===== src/sv/grdz_pkg.sv =====
// Shared widths, register codes, sample side-band type and helpers for the radial deadzone unit.
`timescale 1ns / 1ps

package grdz_pkg;

  localparam int OUT_FRAC_BITS_DEF = 15;

  localparam int AXIS_W     = 16;
  localparam int TRIG_W     = 8;
  localparam int BTN_W      = 16;
  localparam int DZ_W       = 15;
  localparam int M2_W       = 32;
  localparam int LQ_W       = 24;
  localparam int P_W        = AXIS_W + LQ_W;
  localparam int DEN_W      = LQ_W + DZ_W;
  localparam int OUT_TRIG_W = 15;
  localparam int IN_W       = 96;
  localparam int OUT_W      = 112;
  localparam int CFG_AW     = 4;
  localparam int CFG_DW     = 32;

  localparam logic [DZ_W-1:0]   DZ_MAX       = 15'd32766;
  localparam logic [DZ_W-1:0]   FULL_SCALE   = 15'd32767;
  localparam logic [DZ_W-1:0]   LEFT_DZ_RST  = 15'd7849;
  localparam logic [DZ_W-1:0]   RIGHT_DZ_RST = 15'd8689;
  localparam logic [TRIG_W-1:0] TRIG_FULL    = 8'd255;
  localparam logic [TRIG_W-1:0] TRIG_TH_RST  = 8'd30;

  typedef enum logic [1:0] {
    REG_LEFT_DZ  = 2'd0,
    REG_RIGHT_DZ = 2'd1,
    REG_TRIG_TH  = 2'd2
  } grdz_reg_t;

  // Per-sample data that rides along the pipeline beside the arithmetic.
  // Index 0 is the left stick, index 1 the right stick.
  typedef struct packed {
    logic [1:0][AXIS_W-1:0] ax;
    logic [1:0][AXIS_W-1:0] ay;
    logic [1:0]             nx;
    logic [1:0]             ny;
    logic [1:0]             dead;
    logic [1:0][DZ_W-1:0]   dz;
    logic [TRIG_W-1:0]      tl;
    logic [TRIG_W-1:0]      tr;
    logic [TRIG_W-1:0]      th;
    logic [BTN_W-1:0]       btn;
  } grdz_side_t;

  function automatic logic [AXIS_W-1:0] axis_mag(input logic [AXIS_W-1:0] raw);
    return raw[AXIS_W-1] ? (~raw + 1'b1) : raw;
  endfunction

  function automatic logic [DZ_W-1:0] dz_clamp(input logic [DZ_W-1:0] dz);
    return (dz > DZ_MAX) ? DZ_MAX : dz;
  endfunction

endpackage


===== src/sv/grdz_div.sv =====
// Pipelined restoring divider with saturation: operand register, then one quotient bit per stage.
`timescale 1ns / 1ps

module grdz_div #(
  parameter int NW = 57,
  parameter int DW = 40,
  parameter int QB = grdz_pkg::OUT_FRAC_BITS_DEF
) (
  input  logic          clk,
  input  logic          en,
  input  logic [NW-1:0] num_i,
  input  logic [DW-1:0] den_i,
  output logic [QB-1:0] q_o
);

  localparam int RMW = DW + QB;
  localparam int CW  = (NW > RMW) ? NW : RMW;

  logic          ovf_r [QB+1];
  logic [RMW-1:0] rem_r [QB];
  logic [DW-1:0]  d_r   [QB];
  logic [QB-1:0]  q_r   [QB];

  logic ovf_nxt;

  // A quotient that does not fit in QB bits saturates to all ones.
  always_comb begin
    ovf_nxt = (CW'(num_i) >= (CW'(den_i) << QB));
  end

  always_ff @(posedge clk) begin
    if (en) begin
      ovf_r[0] <= ovf_nxt;
      rem_r[0] <= RMW'(num_i);
      d_r[0]   <= den_i;
    end
  end

  for (genvar j = 1; j <= QB; j++) begin : g_stage
    localparam int K = QB - j;
    logic [RMW-1:0] trial;
    logic           fit;
    logic [QB-1:0]  q_prev;
    logic [QB-1:0]  q_nxt;

    if (j == 1) begin : g_first
      assign q_prev = '0;
    end else begin : g_next
      assign q_prev = q_r[j-2];
    end

    always_comb begin
      trial = RMW'(d_r[j-1]) << K;
      fit   = (rem_r[j-1] >= trial);
      q_nxt = q_prev | (QB'(fit) << K);
    end

    always_ff @(posedge clk) begin
      if (en) begin
        q_r[j-1] <= q_nxt;
        ovf_r[j] <= ovf_r[j-1];
      end
    end

    if (j < QB) begin : g_carry
      always_ff @(posedge clk) begin
        if (en) begin
          rem_r[j] <= fit ? (rem_r[j-1] - trial) : rem_r[j-1];
          d_r[j]   <= d_r[j-1];
        end
      end
    end
  end

  assign q_o = ovf_r[QB] ? '1 : q_r[QB-1];

endmodule


===== config.mk =====
export PLATFORM = sky130hd
export DESIGN_NAME = grdz_div
export DESIGN_NICKNAME = d
export VERILOG_FILES = /design/src/sv/grdz_pkg.sv /design/src/sv/grdz_div.sv
export SDC_FILE = /design/constraint.sdc
export NUM_CORES = 2
export LEC_CHECK = 0
export BUFFER_PORTS_ARGS = -buffer_cell sky130_fd_sc_hd__buf_4
export CORE_MARGIN = 1.5
export CORE_UTILIZATION = 41
export CTS_BUF_LIST = sky130_fd_sc_hd__clkbuf_16
export CTS_CLUSTER_DIAMETER = 200
export DETAILED_ROUTE_END_ITERATION = 10
export GPL_ROUTABILITY_DRIVEN = 0
export RECOVER_POWER = 25
export SLEW_MARGIN = 20
export SYNTH_ARGS = -nofsm -noshare
export SYNTH_HDL_FRONTEND = slang
export SYNTH_SLANG_ARGS = --single-unit
export TNS_END_PERCENT = 30

===== constraint.sdc =====
create_clock -name clk -period 8.7 [get_ports clk]
set_input_delay 1.74 -clock clk [delete_from_list [all_inputs] [get_ports clk]]
set_output_delay 1.74 -clock clk [all_outputs]
set_load 0.02 [all_outputs]

==> run metrics <==
Final Hold Slack 405 ps; prevailing post-synth register cell edfxtp_1; Initial Util 41.3%; via count 63300; # IOs 114; Crit Reg-Reg Startpoint d_r[9][0]; Synth area leaders edfxtp_1 (52%), ha_1 (8.8%), a21oi_1 (4.9%), inv_1 (3.4%), xnor2_1 (3.3%); setup tns final 0 ps; area of the multi-input gates 39700 µm²; pwr/cell area 332 nW/µm²; post-synth top area cell edfxtp_1; Root Driver clkbuf_16; largest net degree at the start of global routing 180; Worst path slowest cell a2111oi_2; post-synth net total 9298; CORE AREA 220000 µm²; top cells by count, synth edfxtp_1 (1561), a21oi_1 (881), inv_1 (824), ha_1 (640), nand2_1 (638); die area 224000 µm²; RSZ-0062 raised after global routing no; Worst Path Arrival 5220 ps; slowest cell delay on critical path 770 ps; flops & latches, synth 1561; synthesized instance count 8545; sw frac 37.3%; Logic pwr share 43.5%; number of global-route vias before repair 63300; HPWL Detailed 158000 µm; hold path endpoint q_r[3][12]; Placement Setup Slack 4090 ps; FF-to-FF path depth 13; fillcell total 19900; Crit. End Element flip-flop; final worst-path cycle share 54.0%; Worst setup startpoint d_r[9][0]; Area Growth Syn to Fin 10.2%; clock tree buffer depth 3; wirelength, routed 205000 µm; Cell variety after synth 108; post-CTS sizing 0; CP Class reg2reg; required time of the critical path 9220 ps; FF/Latch Area 46900 µm²; Tot GR Track Use 17.9%; first-pass GRT wire length 324000 µm; flop2flop setup slack 4000 ps; Clock power frac 20.4%; die height 473 µm; clk_lat worst skew 810 ps; net switching power 12.4 mW; status finished, final reports clean; H-tree Lvls 4; most common cell in the netlist edfxtp_1; initial antenna violation count 6; postcts setup bufs 0; HP Start q_r[2][27]; crit-path max FO 73; max-slew violations 0; Hold Path Depth 0; Fin. Hold Viols 0; Max-Cap Viols 0; sequential area share after synthesis 51.7%; Final min period 4700 ps; Row Count 172; most used cell along the critical path o21ai_1; EDFF count, synth 1561; Final nets 9355; GR Overflow Total 0; initial drt markers 4624; leak pwr 40.0 nW; Synth Area per Inst 10.6 µm²; drt via density 5.41; Synth top area share 51.7%; per-cell routed wire length 17.5 µm; final setup margin 4000 ps; Power, Total 33.2 mW; # setup viols final 0; Pre-Repair DR Iteration Count 6; asr flop ratio synth 0%; cts hold-fix bufs 0; Die W 473 µm; worst-margin pin slew 1200 ps; startpoint types flip-flop; CTS tree built; Post-Route Skew 24.1 ps; Internal 20.8 mW; Peak VDD IR 235 µV; Sink Count 1561; Reg clk slew, reported paths 60 ps; Synth Warn # 0; reg2reg end rem_r[1][156]; Post-Syn Area 90700 µm²; TritonCTS Buffers 169; Seq pwr share 36.1%; number of port buffers 113; Hold Crit Class reg2reg; proportion of layout cells with a drive suffix above 1 6.55%; fmax 0.213 GHz; Antenna Nets Post-Route 0; DRC Markers 0; crit-path cells ha_1 > fa_1 > nor2b_1 > o21ai_1 > a21oi_1 > o41ai_2 > a2111oi_2 > o21ai_1 > a211oi_1 > or3_2 > buf_4 > nor4b_1 > xor2_1; Slew headroom 19.5%
==> critical path: cells and delay by family, from the launching register on <==
| family | cells | cell delay [ps] |
|---|---|---|
| simple gates | 3 | 700 |
| buf+inv | 1 | 560 |
| fa+ha+maj | 2 | 660 |
| xor+xnor | 1 | 120 |
| compound gates | 6 | 1960 |
| flops | 1 | 410 |
==> per-stage QoR <==
step	utilization (%)	std cells	cell area (µm²)
after global routing	45.5	11700	100000
after CTS	45.5	11700	100000
final	45.5	11700	100000
after detailed placement	43.1	11400	94700
after global placement	43.1	11400	94700
after floorplan	-	8545	90700
==> layout by cell type (no fill, tap or decap), types with 77 or more instances in the layout <==
master	count
a21o_1	354
a21oi_1	881
buf_4	164
clkbuf_16	169
edfxtp_1	1561
ha_1	640
inv_1	866
mux2_2	77
nand2_1	638
nand2b_1	92
nand3_1	133
nand4_1	158
nor2_1	554
nor2b_1	82
nor3_1	112
o21ai_0	554
o21bai_1	90
xnor2_1	343
xor2_1	261
==> worst max path at each step <==
| stage | endpoint | cells after the start |
|---|---|---|
| finish | rem_r[1][156] | 13 |
| global route | rem_r[1][156] | 13 |
| CTS | rem_r[1][156] | 13 |
| detailed placement | rem_r[1][156] | 13 |
| global placement | rem_r[1][156] | 14 |
| floorplan | ovf_r[0][0] | 13 |
==> flip-flops by register name, indices dropped and copies added (netlist names) <==
name	cells
ovf_r	16
q_r	120
rem_r	825
d_r	600
==> metal layers <==
| metal | share of wire [%] | global-route usage, % | up-vias | routed length (µm) |
|---|---|---|---|---|
| li1 | - | - | 31300 | - |
| met4 | 6.3 | 10.5 | 0 | 12900 |
| met2 | 51 | 33.5 | 1974 | 104000 |
| met1 | 39 | 18.9 | 29300 | 79900 |
| met3 | 3.7 | 2.41 | 649 | 7680 |
| met5 | 0 | 0 | - | 0 |
==> cell type report <==
type,count,share of cell area [%]
Timing Repair Buffer,169,1.32
Sequential cell,1561,46.9
Inverter,827,3.11
Clock buffer,169,4.23
Multi-Input combinational cell,5874,39.7
Tap cell,2958,3.70
Clock inverter,138,1.03
Antenna cell,3,0.00751
==> cell families (layout without fill, tap and decap cells) <==
| logic type | after synthesis | in the layout | synth area share [%] |
|---|---|---|---|
| buf+inv | 1110 | 1303 | 4.70 |
| compound gates | 2401 | 2401 | 16.3 |
| fa+ha+maj | 654 | 654 | 9.13 |
| other cells | 0 | 3 | 0 |
| mux | 84 | 84 | 1.04 |
| flops | 1561 | 1561 | 51.7 |
| xor+xnor | 604 | 604 | 5.83 |
| simple gates | 2131 | 2131 | 11.4 |
==> power by group through the flow <==
stage | Sequential, mW | Combinational, mW | Clock (mW)
detailed placement | 12.1 | 14.1 | 0
global placement | 12.1 | 13.9 | 0
floorplan | 11.6 | 11.0 | 0
finish | 12.0 | 14.4 | 6.76
global route | 12.2 | 16.0 | 7.25
CTS | 12.0 | 14.2 | 6.97
(Power assumes the default switching activity.)
