File: config.mk
export PLATFORM = sky130hd
export DESIGN_NAME = grdz_isqrt
export DESIGN_NICKNAME = d
export VERILOG_FILES = /design/src/sv/grdz_pkg.sv /design/src/sv/grdz_isqrt.sv
export SDC_FILE = /design/constraint.sdc
export NUM_CORES = 2
export LEC_CHECK = 0
export ABC_AREA = 1
export BUFFER_PORTS_ARGS = -buffer_cell sky130_fd_sc_hd__buf_2
export CORE_AREA = 2 2 512 514
export CTS_BUF_LIST = sky130_fd_sc_hd__clkbuf_2
export CTS_CLUSTER_SIZE = 25
export DETAILED_ROUTE_END_ITERATION = 16
export DIE_AREA = 0 0 514 516
export PLACE_DENSITY = 0.42
export SYNTH_ARGS = -nofsm -noshare
export SYNTH_HDL_FRONTEND = slang
export SYNTH_SLANG_ARGS = --single-unit
File: constraint.sdc
create_clock -name clk -period 2.55 [get_ports clk]
set_input_delay 0 -clock clk [delete_from_list [all_inputs] [get_ports clk]]
set_output_delay 0 -clock clk [all_outputs]
set_load 0.02 [all_outputs]
File: src/sv/grdz_pkg.sv
// Shared widths, register codes, sample side-band type and helpers for the radial deadzone unit.
`timescale 1ns / 1ps

package grdz_pkg;

  localparam int OUT_FRAC_BITS_DEF = 15;

  localparam int AXIS_W     = 16;
  localparam int TRIG_W     = 8;
  localparam int BTN_W      = 16;
  localparam int DZ_W       = 15;
  localparam int M2_W       = 32;
  localparam int LQ_W       = 24;
  localparam int P_W        = AXIS_W + LQ_W;
  localparam int DEN_W      = LQ_W + DZ_W;
  localparam int OUT_TRIG_W = 15;
  localparam int IN_W       = 96;
  localparam int OUT_W      = 112;
  localparam int CFG_AW     = 4;
  localparam int CFG_DW     = 32;

  localparam logic [DZ_W-1:0]   DZ_MAX       = 15'd32766;
  localparam logic [DZ_W-1:0]   FULL_SCALE   = 15'd32767;
  localparam logic [DZ_W-1:0]   LEFT_DZ_RST  = 15'd7849;
  localparam logic [DZ_W-1:0]   RIGHT_DZ_RST = 15'd8689;
  localparam logic [TRIG_W-1:0] TRIG_FULL    = 8'd255;
  localparam logic [TRIG_W-1:0] TRIG_TH_RST  = 8'd30;

  typedef enum logic [1:0] {
    REG_LEFT_DZ  = 2'd0,
    REG_RIGHT_DZ = 2'd1,
    REG_TRIG_TH  = 2'd2
  } grdz_reg_t;

  // Per-sample data that rides along the pipeline beside the arithmetic.
  // Index 0 is the left stick, index 1 the right stick.
  typedef struct packed {
    logic [1:0][AXIS_W-1:0] ax;
    logic [1:0][AXIS_W-1:0] ay;
    logic [1:0]             nx;
    logic [1:0]             ny;
    logic [1:0]             dead;
    logic [1:0][DZ_W-1:0]   dz;
    logic [TRIG_W-1:0]      tl;
    logic [TRIG_W-1:0]      tr;
    logic [TRIG_W-1:0]      th;
    logic [BTN_W-1:0]       btn;
  } grdz_side_t;

  function automatic logic [AXIS_W-1:0] axis_mag(input logic [AXIS_W-1:0] raw);
    return raw[AXIS_W-1] ? (~raw + 1'b1) : raw;
  endfunction

  function automatic logic [DZ_W-1:0] dz_clamp(input logic [DZ_W-1:0] dz);
    return (dz > DZ_MAX) ? DZ_MAX : dz;
  endfunction

endpackage

File: src/sv/grdz_isqrt.sv
// Pipelined integer square root, one root bit resolved per register stage.
`timescale 1ns / 1ps

module grdz_isqrt #(
  parameter int RW = grdz_pkg::LQ_W
) (
  input  logic            clk,
  input  logic            en,
  input  logic [2*RW-1:0] v_i,
  output logic [RW-1:0]   root_o
);

  localparam int REMW = RW + 2;
  localparam int TW   = RW + 4;

  logic [REMW-1:0] rem_r  [RW-1];
  logic [RW-1:0]   root_r [RW];
  logic [2*RW-1:0] v_r    [RW-1];

  for (genvar i = 0; i < RW; i++) begin : g_stage
    logic [REMW-1:0] rem_prev;
    logic [RW-1:0]   root_prev;
    logic [2*RW-1:0] v_prev;
    logic [TW-1:0]   acc;
    logic [TW-1:0]   trial;
    logic            fit;
    logic [REMW-1:0] rem_nxt;
    logic [RW-1:0]   root_nxt;

    if (i == 0) begin : g_first
      assign rem_prev  = '0;
      assign root_prev = '0;
      assign v_prev    = v_i;
    end else begin : g_next
      assign rem_prev  = rem_r[i-1];
      assign root_prev = root_r[i-1];
      assign v_prev    = v_r[i-1];
    end

    always_comb begin
      acc      = {rem_prev, v_prev[2*RW-1 -: 2]};
      trial    = TW'({root_prev, 2'b01});
      fit      = (acc >= trial);
      rem_nxt  = fit ? REMW'(acc - trial) : REMW'(acc);
      root_nxt = {root_prev[RW-2:0], fit};
    end

    always_ff @(posedge clk) begin
      if (en) begin
        root_r[i] <= root_nxt;
      end
    end

    if (i < RW - 1) begin : g_carry
      always_ff @(posedge clk) begin
        if (en) begin
          rem_r[i] <= rem_nxt;
          v_r[i]   <= {v_prev[2*RW-3:0], 2'b00};
        end
      end
    end
  end

  assign root_o = root_r[RW-1];

endmodule

==> flow_summary.toml <==
[outcome]
status = "completed"

[final_layout]
final_area_um2 = 90400
final_util_pct = 34.9
final_nets = 10000
stdcell_count = 13300
drive_gt1_share_pct = 13.4
area_delta_synth_final_pct = 16.6
n_fill_cell = 27000

[global_routing]
grtUsageMet1_pct = 21.7
grt_pass1_wl_um = 340000
grt.total_usage_pct = 16.4
overflow = 0
antenna_found_initial = 10
grt-busiest-layer = "met2"
grt_max_degree = 97
met2_usage_pct = 27.7
grt_util_met3_pct = 2.67
grt_pass1_vias = 58800

[synth]
ys_seq_area_share_pct = 54.8
async_reset_ff_share_pct = 0
ys_ff_latch = 1415
syn-cell-area_um2 = 77600
syn_nets = 9075
synth_edf_count = 1415
yosys_warnings = 0
syn_avg_cell_area_um2 = 8.92
synth_flop_cell = "edfxtp_1"
synth.distinct_cells = 53
syn_inst = 8699

[floorplanning]
fp.dieW_um = 514
num_io_pins = 74
dieArea_um2 = 265000
rows = 187
initial_core_util_pct = 29.9
coreArea_um2 = 259000
die_h_um = 516

[timing]
drv_slew = 0
final-setup-viol-count = 0
hold_violations = 0
finalCritPeriodShare_pct = 96.1
post-route-min-period_ns = 2.45
slew_headroom_pct = 47.5
fin_skew_ns = 0.139
rsz0062_at_grt = "true"
tightest_slew_ns = 0.787
worst_hold_slack_ns = 0.269
fmax_ghz = 0.408

[route]
via_count = 59600
wl_per_cell_um = 16.7
routed_via_density = 4.47
detail-route-antenna-nets = 0
drc = 0
drt_iter0_drc = 4044
first_pass_iters = 6
wirelength_um = 222000

[power_and_ir_drop]
p_leak_uw = 0.0407
ir_drop_mv = 0.378
p_per_area_nw_per_um2 = 681

[clock_tree]
clk_pin_slew_ns = 0.09
ctsHtreeMaxLevel = 5
clock_path_buffers = 4
clk_latency_ns = 1.66
cts_made_buffers = 398
cts_root_buf = "clkbuf_2"
cts_tree = "built"
clkSinkCount = 1415

[setup_path]
crit_required_ns = 3.85
crit_fanout = 11
end_kind = "register"
start_kind = "register"
critPathArrivalTime_ns = 3.75
rr_worst_depth = 9
reg2reg_to = "rem_r[2][111]"
reg2reg_from = "rem_r[2][97]"
crit_type = "reg2reg"
reg2reg_slack_ns = 0.1

[hold_path]
hold_path_end = "v_r[0][31]"
holdPathStages = 4
hp-class = "in2reg"
hold_start = "v_i[31]"

[placement]
port_buffers = 73
hpwl_um = 171000
dpl.cell_count = 12400
dpl_cell_area_um2 = 84200
gp_congestion = 0.873

[job]
cap_violations = 0
[cells in the mapped netlist (25+ instances only)]
| cell | instances | area [um^2] |
|---|---|---|
| a21oi_2 | 41 | 359 |
| nand2_2 | 47 | 294 |
| edfxtp_1 | 1415 | 42500 |
| o21ai_1 | 72 | 360 |
| nand2_1 | 2784 | 10500 |
| nand3_1 | 482 | 2410 |
| nor3_1 | 68 | 340 |
| buf_6 | 34 | 383 |
| xor2_1 | 110 | 963 |
| nor2_1 | 737 | 2770 |
| ha_1 | 326 | 4080 |
| a21oi_1 | 312 | 1560 |
| o21ai_0 | 157 | 786 |
| o21ai_2 | 46 | 403 |
| buf_4 | 27 | 203 |
| nand3b_1 | 72 | 541 |
| inv_2 | 26 | 97.6 |
| xnor2_1 | 119 | 1040 |
| inv_1 | 1486 | 5580 |
| nand4_1 | 149 | 932 |
| nor2_2 | 25 | 156 |
[routing by layer]
metal	routed length [um]	share of wire, %	up-vias
met5	73	0.033	-
met4	4830	2.2	10
li1	-	-	30400
met2	106000	48	1230
met1	102000	46	27600
met3	9930	4.5	363
[metrics by stage]
step	total power [uW]	setup TNS [ns]	worst slack (ns)
3_5_place_dp	45000	-0.162	-0.0918
5_1_grt	66200	-0.0381	-0.00970
2_1_floorplan	39300	0	0.548
3_3_place_gp	45000	-0.0983	-0.0656
4_1_cts	62800	0	0.000242
6_report	61600	0	0.0984
[how the worst max path moves through the flow]
stage                        from            end  slack [ns]  cells past startpoint
global placement    root_r[3][28]  rem_r[1][167]       -0.07                     12
CTS                  root_r[3][8]  rem_r[1][139]      0.0002                     11
global route        root_r[2][29]   rem_r[1][59]       -0.01                     12
floorplan            rem_r[0][53]   rem_r[0][89]        0.55                     12
finish               rem_r[2][97]  rem_r[2][111]         0.1                      9
detailed placement   root_r[3][4]  rem_r[1][131]       -0.09                     11
[layout by cell type (no fill, tap or decap), types with 15 or more instances in the layout]
cell	count
inv_2	26
o21ai_1	71
o21ai_0	154
dlygate4sd3_1	192
nand3_2	18
o21ai_2	50
xor2_1	110
clkbuf_2	566
buf_12	38
inv_1	1485
nor2_2	40
edfxtp_1	1415
o21bai_1	17
nor3_1	66
nand3b_1	72
ha_1	306
nand2_1	2777
buf_4	294
or2_2	15
nand4_1	149
a21oi_1	311
nor2_1	720
nand3_1	480
xnor2_1	119
clkinv_2	26
nand2_2	54
buf_2	72
a21oi_2	42
clkinv_1	68
nor2_4	16
[timing repair]
action | CTS | global route
endpoints found under the setup margin | 23 | 225
endpoints found under the hold margin | 1464 | 0
resized for setup | 7 | 65
pin swaps | 2 | 7
cloned | 0 | 1
hold buffers | 193 | 0
buffers inserted | 8 | 34
[critical path: stages, from the launching register on]
cell and delay (ns):
edfxtp_1 0.45, ha_1 0.36, a21oi_1 0.28, nand2_1 0.15, or2_1 0.24, a21oi_2 0.15, nand3_4 0.15, buf_4 0.23
nand2_1 0.07, nand2_1 0.09
[flip-flops by register name, summed over array words and instances, names as in the netlist]
signal / count
rem_r: 563
root_r: 300
v_r: 552
[power breakdown]
group	switching (uW)	internal [uW]	leakage, uW	total, uW
combinational	9300	5190	0.0244	14500
clock	9880	6870	0.00272	16800
sequential	1790	28500	0.0136	30300
[cell type report]
type	instances	area, um^2	area share, %
multi-input cells	5699	29100	32.1
clock buffers	566	2830	3.13
inverters	1518	5720	6.32
flip-flops and latches	1415	42500	47.0
repair buffers	601	5340	5.90
diodes	10	25.0	0.0277
well taps	3402	4260	4.71
clock inverters	112	729	0.807
[kinds of logic (layout without fill, tap and decap cells)]
kind of cell             Yosys count  after routing  share of synthesized area [%]
AND/OR/NAND/NOR                 4468           4468                           24.2
flip-flops                      1415           1415                           54.8
other                              1             11                        0.00483
XOR/XNOR                         231            231                           2.63
adder cells (fa/ha/maj)          326            326                           5.26
buffers and inverters           1585           2797                           8.17
AO/OA/AOI/OAI                    673            673                           4.93
No activity file was read; power rests on OpenSTA's default activity.
